`src/design/bpr_pkg.sv`:
```
// Package for the byte pipe ring FIFO: operation, status and command codes,
// field widths and the controller/datapath handshake structs.
// No dependencies.
`timescale 1ns / 1ps
`default_nettype none

package bpr_pkg;

  localparam int CAPACITY_DEF  = 512;
  localparam int MAX_BURST_DEF = 64;

  localparam int FUNC_W   = 3;
  localparam int BYTE_W   = 8;
  localparam int LEN_W    = 7;
  localparam int STATUS_W = 3;
  localparam int FILL_W   = 10;

  // largest burst the avail status field can allow
  localparam int BURST_LIMIT = 64;

  typedef enum logic [FUNC_W-1:0] {
    FUNC_WRITE    = 3'd0,
    FUNC_READ     = 3'd1,
    FUNC_CLOSE_RD = 3'd2,
    FUNC_CLOSE_WR = 3'd3,
    FUNC_CREATE   = 3'd4
  } func_t;

  typedef enum logic [STATUS_W-1:0] {
    ST_OK    = 3'd0,
    ST_EOF   = 3'd1,
    ST_BLOCK = 3'd2,
    ST_EPIPE = 3'd3,
    ST_BADF  = 3'd4
  } status_t;

  typedef enum logic [2:0] {
    CMD_IDLE,
    CMD_RESULT,
    CMD_WRITE,
    CMD_READ,
    CMD_CLOSE_RD,
    CMD_CLOSE_WR,
    CMD_CREATE
  } cmd_op_t;

  typedef enum logic {
    S_IDLE,
    S_BURST
  } state_t;

  // controller -> datapath
  typedef struct packed {
    cmd_op_t          op;
    status_t          status;
    logic             last;
    logic [LEN_W-1:0] xfer;
  } cmd_t;

  // datapath -> controller
  typedef struct packed {
    logic             reader_open;
    logic             writer_open;
    logic             empty;
    logic             full;
    logic [LEN_W-1:0] avail;  // buffered bytes, clipped to BURST_LIMIT
  } dp_stat_t;

endpackage

`default_nettype wire

```
`src/design/bpr_ram.sv`:
```
// Generic single-port RAM with registered read data.
// No dependencies.
`timescale 1ns / 1ps
`default_nettype none

module bpr_ram #(
  parameter int WIDTH = 8,
  parameter int DEPTH = 512
) (
  input  wire logic                     clk,
  input  wire logic                     we,
  input  wire logic [$clog2(DEPTH)-1:0] addr,
  input  wire logic [WIDTH-1:0]         wdata,
  output logic      [WIDTH-1:0]         rdata
);

  logic [WIDTH-1:0] mem [DEPTH];

  always_ff @(posedge clk) begin
    if (we) begin
      mem[addr] <= wdata;
    end
    rdata <= mem[addr];
  end

endmodule

`default_nettype wire

```
`src/design/bpr_ctrl.sv`:
```
// Controller for the byte pipe: decodes requests, checks end flags and
// fill state, and sequences read bursts one byte per cycle.
// Depends on bpr_pkg.
`timescale 1ns / 1ps
`default_nettype none

module bpr_ctrl #(
  parameter int MAX_BURST = bpr_pkg::MAX_BURST_DEF
) (
  input  wire logic                        clk,
  input  wire logic                        rst_n,
  input  wire logic                        start,
  output logic                             busy,
  input  wire logic [bpr_pkg::FUNC_W-1:0]  func,
  input  wire logic [bpr_pkg::LEN_W-1:0]   req_len,
  input  wire bpr_pkg::dp_stat_t           stat,
  output bpr_pkg::cmd_t                    cmd
);
  import bpr_pkg::*;

  state_t           state_r, state_nxt;
  logic [LEN_W-1:0] remain_r, remain_nxt;  // bytes still to issue
  logic [LEN_W-1:0] xfer_r, xfer_nxt;      // bytes issued so far
  logic [LEN_W-1:0] sat_len;
  logic [LEN_W-1:0] burst_len;

  assign sat_len   = (req_len > LEN_W'(MAX_BURST)) ? LEN_W'(MAX_BURST) : req_len;
  assign burst_len = (sat_len > stat.avail) ? stat.avail : sat_len;
  assign busy      = (state_r == S_BURST);

  always_ff @(posedge clk) begin
    if (!rst_n) begin
      state_r  <= S_IDLE;
      remain_r <= '0;
      xfer_r   <= '0;
    end else begin
      state_r  <= state_nxt;
      remain_r <= remain_nxt;
      xfer_r   <= xfer_nxt;
    end
  end

  always_comb begin
    state_nxt  = state_r;
    remain_nxt = remain_r;
    xfer_nxt   = xfer_r;
    cmd.op     = CMD_IDLE;
    cmd.status = ST_OK;
    cmd.last   = 1'b1;
    cmd.xfer   = '0;
    unique case (state_r)
      S_IDLE: begin
        if (start) begin
          cmd.op = CMD_RESULT;
          unique case (func)
            FUNC_WRITE: begin
              if (!stat.writer_open) begin
                cmd.status = ST_BADF;
              end else if (!stat.reader_open) begin
                cmd.status = ST_EPIPE;
              end else if (stat.full) begin
                cmd.status = ST_BLOCK;
              end else begin
                cmd.op   = CMD_WRITE;
                cmd.xfer = LEN_W'(1);
              end
            end
            FUNC_READ: begin
              if (!stat.reader_open) begin
                cmd.status = ST_BADF;
              end else if (req_len == '0) begin
                cmd.status = ST_OK;
              end else if (stat.empty) begin
                cmd.status = stat.writer_open ? ST_BLOCK : ST_EOF;
              end else begin
                // first byte goes out on the accepting edge
                cmd.op     = CMD_READ;
                cmd.xfer   = LEN_W'(1);
                cmd.last   = (burst_len == LEN_W'(1));
                remain_nxt = burst_len - LEN_W'(1);
                xfer_nxt   = LEN_W'(1);
                if (burst_len != LEN_W'(1)) begin
                  state_nxt = S_BURST;
                end
              end
            end
            FUNC_CLOSE_RD: begin
              if (!stat.reader_open) begin
                cmd.status = ST_BADF;
              end else begin
                cmd.op = CMD_CLOSE_RD;
              end
            end
            FUNC_CLOSE_WR: begin
              if (!stat.writer_open) begin
                cmd.status = ST_BADF;
              end else begin
                cmd.op = CMD_CLOSE_WR;
              end
            end
            FUNC_CREATE: begin
              cmd.op = CMD_CREATE;
            end
            default: begin
              cmd.status = ST_BADF;
            end
          endcase
        end
      end
      S_BURST: begin
        cmd.op     = CMD_READ;
        cmd.xfer   = xfer_r + LEN_W'(1);
        cmd.last   = (remain_r == LEN_W'(1));
        remain_nxt = remain_r - LEN_W'(1);
        xfer_nxt   = xfer_r + LEN_W'(1);
        if (remain_r == LEN_W'(1)) begin
          state_nxt = S_IDLE;
        end
      end
      default: begin
        state_nxt = S_IDLE;
      end
    endcase
  end

endmodule

`default_nettype wire

```
`src/design/bpr_dpath.sv`:
```
// Datapath for the byte pipe: ring pointers, byte count, end flags,
// the ring memory and the result registers.
// Depends on bpr_pkg and bpr_ram.
`timescale 1ns / 1ps
`default_nettype none

module bpr_dpath #(
  parameter int CAPACITY = bpr_pkg::CAPACITY_DEF
) (
  input  wire logic                         clk,
  input  wire logic                         rst_n,
  input  wire bpr_pkg::cmd_t                cmd,
  input  wire logic [bpr_pkg::BYTE_W-1:0]   wr_byte,
  output bpr_pkg::dp_stat_t                 stat,
  output logic                              out_strobe,
  output logic [bpr_pkg::STATUS_W-1:0]      out_status,
  output logic [bpr_pkg::BYTE_W-1:0]        out_rd_data,
  output logic                              out_rd_valid,
  output logic                              out_last,
  output logic [bpr_pkg::LEN_W-1:0]         out_transfer_count,
  output logic [bpr_pkg::FILL_W-1:0]        out_fill_level
);
  import bpr_pkg::*;

  localparam int PTR_W = $clog2(CAPACITY);
  localparam int CNT_W = $clog2(CAPACITY + 1);

  logic [PTR_W-1:0]    rd_ptr_r, rd_ptr_nxt, rd_adv;
  logic [PTR_W-1:0]    wr_ptr_r, wr_ptr_nxt, wr_adv;
  logic [CNT_W-1:0]    count_r, count_nxt;
  logic                reader_open_r, reader_open_nxt;
  logic                writer_open_r, writer_open_nxt;
  logic [31:0]         count_ext, count_nxt_ext;

  logic                ram_we;
  logic [PTR_W-1:0]    ram_addr;
  logic [BYTE_W-1:0]   ram_q;

  logic                strobe_r;
  logic [STATUS_W-1:0] status_r;
  logic                rd_valid_r;
  logic                last_r;
  logic [LEN_W-1:0]    xfer_r;
  logic [FILL_W-1:0]   fill_r;

  assign rd_adv = (rd_ptr_r == PTR_W'(CAPACITY - 1)) ? '0 : rd_ptr_r + 1'b1;
  assign wr_adv = (wr_ptr_r == PTR_W'(CAPACITY - 1)) ? '0 : wr_ptr_r + 1'b1;

  assign count_ext        = 32'(count_r);
  assign count_nxt_ext    = 32'(count_nxt);
  assign stat.reader_open = reader_open_r;
  assign stat.writer_open = writer_open_r;
  assign stat.empty       = (count_r == '0);
  assign stat.full        = (count_r == CNT_W'(CAPACITY));
  assign stat.avail       = (count_ext >= 32'(BURST_LIMIT)) ? LEN_W'(BURST_LIMIT)
                                                            : count_ext[LEN_W-1:0];

  always_comb begin
    rd_ptr_nxt      = rd_ptr_r;
    wr_ptr_nxt      = wr_ptr_r;
    count_nxt       = count_r;
    reader_open_nxt = reader_open_r;
    writer_open_nxt = writer_open_r;
    ram_we          = 1'b0;
    ram_addr        = rd_ptr_r;
    unique case (cmd.op)
      CMD_WRITE: begin
        ram_we     = 1'b1;
        ram_addr   = wr_ptr_r;
        wr_ptr_nxt = wr_adv;
        count_nxt  = count_r + 1'b1;
      end
      CMD_READ: begin
        rd_ptr_nxt = rd_adv;
        count_nxt  = count_r - 1'b1;
      end
      CMD_CLOSE_RD: reader_open_nxt = 1'b0;
      CMD_CLOSE_WR: writer_open_nxt = 1'b0;
      CMD_CREATE: begin
        rd_ptr_nxt      = '0;
        wr_ptr_nxt      = '0;
        count_nxt       = '0;
        reader_open_nxt = 1'b1;
        writer_open_nxt = 1'b1;
      end
      default: begin
      end
    endcase
  end

  always_ff @(posedge clk) begin
    if (!rst_n) begin
      rd_ptr_r      <= '0;
      wr_ptr_r      <= '0;
      count_r       <= '0;
      reader_open_r <= 1'b1;
      writer_open_r <= 1'b1;
      strobe_r      <= 1'b0;
    end else begin
      rd_ptr_r      <= rd_ptr_nxt;
      wr_ptr_r      <= wr_ptr_nxt;
      count_r       <= count_nxt;
      reader_open_r <= reader_open_nxt;
      writer_open_r <= writer_open_nxt;
      strobe_r      <= (cmd.op != CMD_IDLE);
    end
  end

  // result fields line up with the registered memory read
  always_ff @(posedge clk) begin
    status_r   <= cmd.status;
    rd_valid_r <= (cmd.op == CMD_READ);
    last_r     <= cmd.last;
    xfer_r     <= cmd.xfer;
    fill_r     <= count_nxt_ext[FILL_W-1:0];
  end

  bpr_ram #(
    .WIDTH (BYTE_W),
    .DEPTH (CAPACITY)
  ) u_ring (
    .clk   (clk),
    .we    (ram_we),
    .addr  (ram_addr),
    .wdata (wr_byte),
    .rdata (ram_q)
  );

  assign out_strobe         = strobe_r;
  assign out_status         = status_r;
  assign out_rd_valid       = rd_valid_r;
  assign out_rd_data        = rd_valid_r ? ram_q : '0;
  assign out_last           = last_r;
  assign out_transfer_count = xfer_r;
  assign out_fill_level     = fill_r;

endmodule

`default_nettype wire

```
`src/design/byte_pipe_ring_fifo_unit.sv`:
```
// Top level of the byte pipe: ring FIFO with reader/writer end flags.
// Depends on bpr_pkg, bpr_ctrl, bpr_dpath (which holds bpr_ram).
//
// Usage:
//   Requests enter on in_func / in_wr_byte / in_req_len and are taken on a
//   rising edge with start high and busy low. in_func selects write byte,
//   read burst, close read end, close write end or create.
//   Results leave on the out_ ports for exactly one cycle, flagged by
//   out_strobe; the receiver cannot stall them, it must take each one.
//   The first (or only) result shows in the cycle after the request is
//   taken. A read burst of n bytes gives n results in consecutive cycles,
//   the final one with out_last; busy stays high while the rest of the
//   burst is issued and no new request is taken, while every other request
//   leaves busy low. The single-port ring memory, read or written once per
//   cycle, limits the pipe to one byte per cycle.
//   Reset (rst_n low, synchronous): ring empty, pointers zero, both ends
//   open; ring contents are not cleared and need no clearing pass.
`timescale 1ns / 1ps
`default_nettype none

module byte_pipe_ring_fifo_unit #(
  parameter int CAPACITY  = bpr_pkg::CAPACITY_DEF,
  parameter int MAX_BURST = bpr_pkg::MAX_BURST_DEF
) (
  input  wire logic                          clk,
  input  wire logic                          rst_n,
  input  wire logic                          start,
  output logic                               busy,
  input  wire logic [bpr_pkg::FUNC_W-1:0]    in_func,
  input  wire logic [bpr_pkg::BYTE_W-1:0]    in_wr_byte,
  input  wire logic [bpr_pkg::LEN_W-1:0]     in_req_len,
  output logic                               out_strobe,
  output logic [bpr_pkg::STATUS_W-1:0]       out_status,
  output logic [bpr_pkg::BYTE_W-1:0]         out_rd_data,
  output logic                               out_rd_valid,
  output logic                               out_last,
  output logic [bpr_pkg::LEN_W-1:0]          out_transfer_count,
  output logic [bpr_pkg::FILL_W-1:0]         out_fill_level
);
  import bpr_pkg::*;

  cmd_t     cmd;
  dp_stat_t stat;

  bpr_ctrl #(
    .MAX_BURST (MAX_BURST)
  ) u_ctrl (
    .clk     (clk),
    .rst_n   (rst_n),
    .start   (start),
    .busy    (busy),
    .func    (in_func),
    .req_len (in_req_len),
    .stat    (stat),
    .cmd     (cmd)
  );

  bpr_dpath #(
    .CAPACITY (CAPACITY)
  ) u_dpath (
    .clk                (clk),
    .rst_n              (rst_n),
    .cmd                (cmd),
    .wr_byte            (in_wr_byte),
    .stat               (stat),
    .out_strobe         (out_strobe),
    .out_status         (out_status),
    .out_rd_data        (out_rd_data),
    .out_rd_valid       (out_rd_valid),
    .out_last           (out_last),
    .out_transfer_count (out_transfer_count),
    .out_fill_level     (out_fill_level)
  );

endmodule

`default_nettype wire

```
`config.mk`:
```
export PLATFORM = sky130hd
export DESIGN_NAME = byte_pipe_ring_fifo_unit
export DESIGN_NICKNAME = d
export VERILOG_FILES = /design/src/design/bpr_pkg.sv /design/src/design/bpr_ram.sv /design/src/design/bpr_ctrl.sv /design/src/design/bpr_dpath.sv /design/src/design/byte_pipe_ring_fifo_unit.sv
export SDC_FILE = /design/constraint.sdc
export NUM_CORES = 2
export LEC_CHECK = 0
export ABC_CLOCK_PERIOD_IN_PS = 7300
export BUFFER_PORTS_ARGS = -buffer_cell sky130_fd_sc_hd__buf_4
export CORE_MARGIN = 4
export CORE_UTILIZATION = 40
export DETAILED_ROUTE_END_ITERATION = 16
export PLACE_DENSITY_LB_ADDON = 0.05
export SYNTH_ARGS = -nofsm -noshare
export SYNTH_HDL_FRONTEND = slang
export SYNTH_SLANG_ARGS = --single-unit
```
`constraint.sdc`:
```
create_clock -name clk -period 7.3 [get_ports clk]
set_input_delay 0.365 -clock clk [delete_from_list [all_inputs] [get_ports clk]]
set_output_delay 0.365 -clock clk [all_outputs]
set_load 0.1 [all_outputs]
```
## After elaboration in Yosys (flattened, before gate mapping)

Memories as Yosys holds them, arrays and structs flattened. A register that Yosys moved wholly into a read port is not among the register bits.
Cells that the tools add are included.

- Multiplexer cells: 65
- Bitwise operators: 2
- Add/subtract/negate cells: 7
- Equality and inequality tests: 20
- $lt $le $gt $ge: 3
- Reduce and logical (&&, ||, !) cells: 10

Operators by type and width:

| operator | count |
|---|---|
| $mux W7 | 15 |
| $pmux W7 S2 | 3 |
| $mux W3 | 13 |
| $pmux W9 S2 | 2 |
| $mux W8 | 4 |
| $pmux W10 S3 | 1 |
| $pmux W3 S5 | 2 |
| $mux W9 | 3 |
| $add A9 B1 Y9 const B | 2 |
| $eq A9 B9 Y1 const B | 2 |
| $pmux W8 S2 | 1 |
| $eq A7 B1 Y1 const B | 2 |
| $mux W14 | 1 |
| $sub A7 B1 Y7 const B | 2 |
| $eq A3 B2 Y1 const B | 4 |
| $eq A3 B3 Y1 const B | 4 |
| $mux W1 | 12 |
| $add A10 B1 Y10 const B | 1 |
| $eq A10 B10 Y1 const B | 1 |
| $ge A10 B7 Y1 const B | 1 |
| $logic_not A10 Y1 | 1 |
| $sub A10 B1 Y10 const B | 1 |
| $mux W2 | 4 |
| $ne A2 B2 Y1 const B | 4 |
| other kinds (15) | 21 |

- Bits in writable memories: 4096
- Input port bits: 21
- Bits in registers: 68
- Word-level logic and storage cells: 122
- Memories: 1

Memories:

| name | words | bits a word | rd ports | clocked after Yosys merged registers in | write ports | line | source |
|---|---|---|---|---|---|---|---|
| u_dpath.u_ring.mem | 512 | 8 | 1 | 1 | 1 | bpr_ram.sv:17 | `logic [WIDTH-1:0] mem [DEPTH];` |

## Depth between registers and ports, before layout

- Depth in word-level cells: 15
- Depth in mapped cells: 23

## Hierarchy

From an unflattened synthesis, not the netlist that was laid out.

- Cells, all modules: 8086
- Area, all modules: 162540.9 um2

By module, submodules not included:

| module | area an instance (um2) | cells an instance | instances |
|---|---|---|---|
| bpr_ram | 158359.4 | 7575 | 1 |
| bpr_dpath | 2606.2 | 287 | 1 |
| bpr_ctrl | 1575.3 | 224 | 1 |

## Worst setup path before layout

Ideal clock, no wire load.

- Path type: reg2reg
- Start point: register u_ctrl.state_r (netlist: u_ctrl.busy)
- End point: register u_dpath.count_r[9]
- Arrival: 4.831 ns
- Clock period less this slack: 4.907 ns
- Setup time: 0.076 ns
- Stages on the path, launching flop included: 22
- Slack: 2.393 ns
- Buffers on the path: 4
- Path through: dfxtp_1 clkbuf_1 nand2b_1 buf_2 or2_2 clkbuf_1 nand2_1 or2_2 inv_1 clkbuf_1 ha_1 a21o_1 a21oi_1 o21bai_1 a21oi_1 o21bai_1 a21oi_1 o21bai_1 a21oi_1 xnor2_1 or3_1 a21boi_0

- Word-level cells in the longest chain between the ends: 4
- Elaborated cells on any way between the ends: 6
- Classes of those cells: eq/ne: 3; mux: 2; bitwise: 1

Ends and longest elaborated chain:

| element | line | source |
|---|---|---|
| from (decl) | bpr_ctrl.sv:21 | `state_t state_r, state_nxt;` |
| from (signal assigned) | bpr_ctrl.sv:37 | `state_r <= state_nxt;` |
| $not A1 Y1 | bpr_ctrl.sv:51 | `unique case (state_r)` |
| $pmux W3 S2 (*) | bpr_ctrl.sv:51 |  |
| $eq A3 B3 Y1 / $eq A3 B2 Y1 (equally long branches) | bpr_dpath.sv:66 | `unique case (cmd.op)` |
| $pmux W10 S3 (*) | bpr_dpath.sv:66 |  |
| to (signal assigned) | bpr_dpath.sv:102 | `count_r <= count_nxt;` |
| to (decl) | bpr_dpath.sv:30 | `logic [CNT_W-1:0] count_r, count_nxt;` |

Mark *: on every way between the ends. The rest lies on a longest branch, timed or not.
A chain may end at the register's enable or synchronous reset.

## Worst setup path in the final report

- Start point: register u_dpath.count_r[3]
- End point: register u_dpath.u_ring.rdata[2], read port of u_dpath.u_ring.mem

- Word-level cells in the longest chain between the ends: 9
- Elaborated cells on any way between the ends: 13
- Classes of those cells: eq/ne: 2; mux: 10; reduce/logical: 1

Ends and longest elaborated chain:

| element | line | source |
|---|---|---|
| $eq A10 B10 Y1 / $logic_not A10 Y1 (equally long branches) | bpr_dpath.sv:54, bpr_dpath.sv:53 |  |
| $mux W2 (on tied branches) | bpr_ctrl.sv:61, bpr_ctrl.sv:73 |  |
| $mux W3 (on tied branches) | bpr_ctrl.sv:59, bpr_ctrl.sv:71 |  |
| $mux W3 (on tied branches) | bpr_ctrl.sv:57, bpr_ctrl.sv:69 |  |
| $pmux W3 S5 (*) | bpr_ctrl.sv:55 | `unique case (func)` |
| $mux W14 (*) | bpr_ctrl.sv:53 | `if (start) begin` |
| $pmux W3 S2 (*) | bpr_ctrl.sv:51 |  |
| $eq A3 B2 Y1 (*) | bpr_dpath.sv:66 |  |
| $mux W9 (*) | bpr_dpath.sv:66 |  |
| to (decl) | bpr_ram.sv:14 | `output logic [WIDTH-1:0] rdata` |

Marks and branches as above.

==> impl_metrics.csv <==
group,metric,value,unit
outcome,status,"complete, but fails checks",
outcome,violations,"capacitance limit, slew limit",
floorplan,io_pins,53,
worst_setup_path,endpoint_kind,"flip-flop",
detailed_routing,drc,0,
worst_setup_path,reg2reg_depth,13,
sta,fin_tns_setup,0,ns
place,io_buffers,52,
detailed_routing,drt_pre_antenna_iters,6,
power_and_ir_drop,report.power.total,51.2,mW
floorplan,die-width,652,um
clock_network,cts_tree,"yes",
worst_setup_path,r2r-start,"u_dpath.count_r[3]",
floorplan,die_area,426000,sq um
place,hpwl,395000,um
synthesis,synthCells,12444,
hold_path,hold_path_class,"input pin to flip-flop",
worst_setup_path,crit_path_max_fanout,55,
floorplan,num_rows,236,
layout,design_area,189000,sq um
clock_network,root_buffer,"clkbuf_16",
power_and_ir_drop,vdd_drop_max,0.000202,V
layout,nets,12612,
clock_network,cts_resized,0,
sta,rsz0062_at_grt,"false",
sta,fin_skew,0.0588,ns
clock_network,cts_buffer_depth,4,
power_and_ir_drop,leakage,61.7,nW
global_route,antenna_found_initial,61,
synthesis,ys.flop_type,"edfxtp_1",
worst_setup_path,required,8.10,ns
synthesis,yosysSeqAreaShare,75.0,%
detailed_routing,routedWlPerCell,34.4,um
worst_setup_path,path_class,"flip-flop to flip-flop",
synthesis,ys_warn_count,0,
clock_network,clk-insertion-delay-late,1.03,ns
sta,fmax,149,MHz
synthesis,syn-num-nets,12490,
clock_network,clock_sinks,4172,
detailed_routing,drtIter0Drc,14106,
synthesis,async_reset_ff_share,0,%
sta,hold_viol,0,
global_route,grt_first_pass_wirelength,869000,um
detailed_routing,vias_per_cell,5.97,
sta,slew_headroom,-1.16,%
sta,period_share,92.2,%
global_route,grt_max_degree,158,
synthesis,ys_ff_latch,4172,
hold_path,min_path_cells,6,
detailed_routing,wl,635000,um
hold_path,hold_start,"in_req_len[1]",
synthesis,synth-edff-count,4096,
place,postPlaceCellArea,174000,sq um
global_route,grt_overflow_total,0,
layout,area_growth,13.9,%
power_and_ir_drop,power.density,271,nW/um^2
global_route,first_global_vias,103785,
place,gp_congestion,0.897,
synthesis,syn_area_per_cell,13.3,sq um
hold_path,whs_endpoint,"u_dpath.out_status[0]",
layout,drive_gt1_share,9.88,%
clock_network,htree_levels,5,
worst_setup_path,worstPathArrival,7.54,ns
global_route,track_usage,29.0,%
sta,setup_viol,0,
floorplan,start_util,40.2,%
worst_setup_path,r2r_slack,0.57,ns
worst_setup_path,cp-start-kind,"flip-flop",
detailed_routing,via_count,110205,
floorplan,die_height,652,um
floorplan,coreArea,413000,sq um
sta,max_slew.worst_pin.slew,1.50,ns
worst_setup_path,r2r_end,"u_dpath.u_ring.rdata[2]",
synthesis,syn_area,166000,sq um
sta,whs,0.141,ns
clock_network,cts.clk_slew.worst_paths,0.06,ns
detailed_routing,ant_nets,0,
sta,fin_crit,6.73,ns
clock_network,numCtsBuffers,457,
sta,drv_slew,15,
synthesis,synth_cell_types,86,
job,drv_cap,3,
[cell type report]
cell class                      instances  area [sq um]
Tap cell                             5474          6850
Clock inverter                        290          2570
Timing Repair Buffer                  542          5120
Antenna cell                           36          90.1
Fill cell                           37048        224000
Sequential cell                      4172        125000
Inverter                               27           101
Clock buffer                          558         11900
Multi-Input combinational cell       7366         38000
[cell usage in the layout, fill, tap and decap left out, types with 75 or more instances in the layout]
cell,synthesis,routed
edfxtp_1,4096,4096
nand2_1,3362,3351
nand3_1,1013,1007
nor2_1,603,599
clkbuf_16,0,462
buf_4,70,439
a21oi_1,333,329
a31oi_1,333,304
a32oi_1,273,272
nand4_1,267,267
mux2i_1,245,242
and3_1,143,143
a311oi_1,141,137
clkinv_1,1,126
a211oi_1,99,98
clkbuf_1,270,95
clkinv_2,0,94
dfxtp_1,76,76
buf_12,0,75
[sequential cells by signal, indices dropped and copies added (netlist names), 3 cells and up]
signal,cells
u_dpath.wr_ptr_r,9
u_ctrl.xfer_r,7
u_dpath.rd_ptr_r,9
u_dpath.out_status,3
u_dpath.u_ring.mem,4096
u_dpath.out_fill_level,10
u_dpath.count_r,10
u_dpath.u_ring.rdata,8
u_ctrl.remain_r,7
u_dpath.out_transfer_count,7
[stage by stage]
stage	cells	utilization (%)	worst slack (ns)
after floorplan	12444	-	2.39
after global placement	17560	42.2	0.427
after detailed placement	17563	42.2	0.605
after CTS	18429	45.7	0.584
after global routing	18451	45.8	0.605
final	18465	45.8	0.567
[worst max-delay path: stages, from the launching register on]
cell and delay, ns:
dfxtp_1 0.36, or4_4 0.56, nor3_4 0.28, a211oi_2 0.18, buf_4 0.24, nand2_4 0.65
a32o_4 0.99, buf_12 0.38, buf_12 0.24, a31oi_1 0.10, a21oi_1 0.71, o22ai_1 0.33
nor4_1 1.20, o311ai_1 0.23
[timing repair]
action | in CTS | in global routing
hold buffers | 18 | 0
hold endpoints to repair | 617 | 0
buffers inserted | 0 | 0
[power by group]
| part | internal (mW) | leakage, nW | switching (mW) |
|---|---|---|---|
| logic | 0.484 | 17.2 | 1.63 |
| clock network | 13.0 | 7.10 | 9.76 |
| registers | 26.3 | 37.4 | 0.0278 |
[logic make-up (layout without fill, tap and decap cells)]
group | count (synthesis) | count (layout) | synth area share, %
simple gates | 5629 | 5629 | 14.5
flops | 4172 | 4172 | 75.0
compound gates | 1439 | 1439 | 6.13
buf+inv | 906 | 1417 | 2.57
mux | 251 | 251 | 1.52
fa+ha+maj | 25 | 25 | 0.193
xor+xnor | 22 | 22 | 0.116
other cells | 0 | 36 | 0
[cells in the mapped netlist, types with 6 or more instances]
| cell type | n | area share (%) |
|---|---|---|
| edfxtp_1 | 4096 | 74 |
| nand2_1 | 3362 | 7.6 |
| nand3_1 | 1013 | 3.1 |
| nor2_1 | 603 | 1.4 |
| buf_2 | 431 | 1.3 |
| a21oi_1 | 333 | 1.0 |
| a31oi_1 | 333 | 1.3 |
| a32oi_1 | 273 | 1.4 |
| clkbuf_1 | 270 | 0.61 |
| nand4_1 | 267 | 1.0 |
| mux2i_1 | 245 | 1.5 |
| and3_1 | 143 | 0.54 |
| a311oi_1 | 141 | 0.74 |
| a211oi_1 | 99 | 0.45 |
| buf_1 | 98 | 0.22 |
| dfxtp_1 | 76 | 0.92 |
| buf_4 | 70 | 0.32 |
| nor3_1 | 70 | 0.21 |
| a41oi_1 | 40 | 0.21 |
| a22oi_1 | 39 | 0.18 |
| o21ai_0 | 35 | 0.11 |
| and2_1 | 34 | 0.13 |
| nor2b_1 | 31 | 0.12 |
| inv_1 | 26 | 0.059 |
| nor4_1 | 25 | 0.094 |
| ha_1 | 24 | 0.18 |
| a221oi_1 | 16 | 0.084 |
| a21o_1 | 14 | 0.063 |
| o22ai_1 | 14 | 0.053 |
| or2_2 | 14 | 0.053 |
| a2111oi_0 | 13 | 0.069 |
| nand2b_1 | 13 | 0.049 |
| a222oi_1 | 12 | 0.072 |
| xnor2_1 | 12 | 0.063 |
| or3_1 | 11 | 0.041 |
| or4_1 | 10 | 0.045 |
| xor2_1 | 10 | 0.053 |
| buf_6 | 9 | 0.061 |
| o31ai_1 | 8 | 0.036 |
| a311o_1 | 6 | 0.036 |
[layer usage]
layer | wire, um | track usage, % | share of wire, %
met1 | 269000 | 41.5 | 42
met2 | 290000 | 45.1 | 46
met3 | 50900 | 4.58 | 8.0
met4 | 24400 | 10.1 | 3.9
met5 | 188 | 0 | 0.030
[how the worst max path moves through the flow]
stage	from	cells past startpoint	slack, ns	endpoint
3_5_place_dp	u_dpath.count_r[3]	14	0.60	u_dpath.u_ring.rdata[2]
4_1_cts	u_dpath.count_r[3]	14	0.58	u_dpath.u_ring.rdata[2]
3_3_place_gp	u_dpath.count_r[1]	13	0.43	u_dpath.u_ring.rdata[7]
5_1_grt	u_dpath.count_r[3]	14	0.61	u_dpath.u_ring.rdata[2]
6_report	u_dpath.count_r[3]	13	0.57	u_dpath.u_ring.rdata[2]
2_1_floorplan	u_ctrl.busy	21	2.39	u_dpath.count_r[9]
Note: power is estimated with default switching activity, not from simulation.
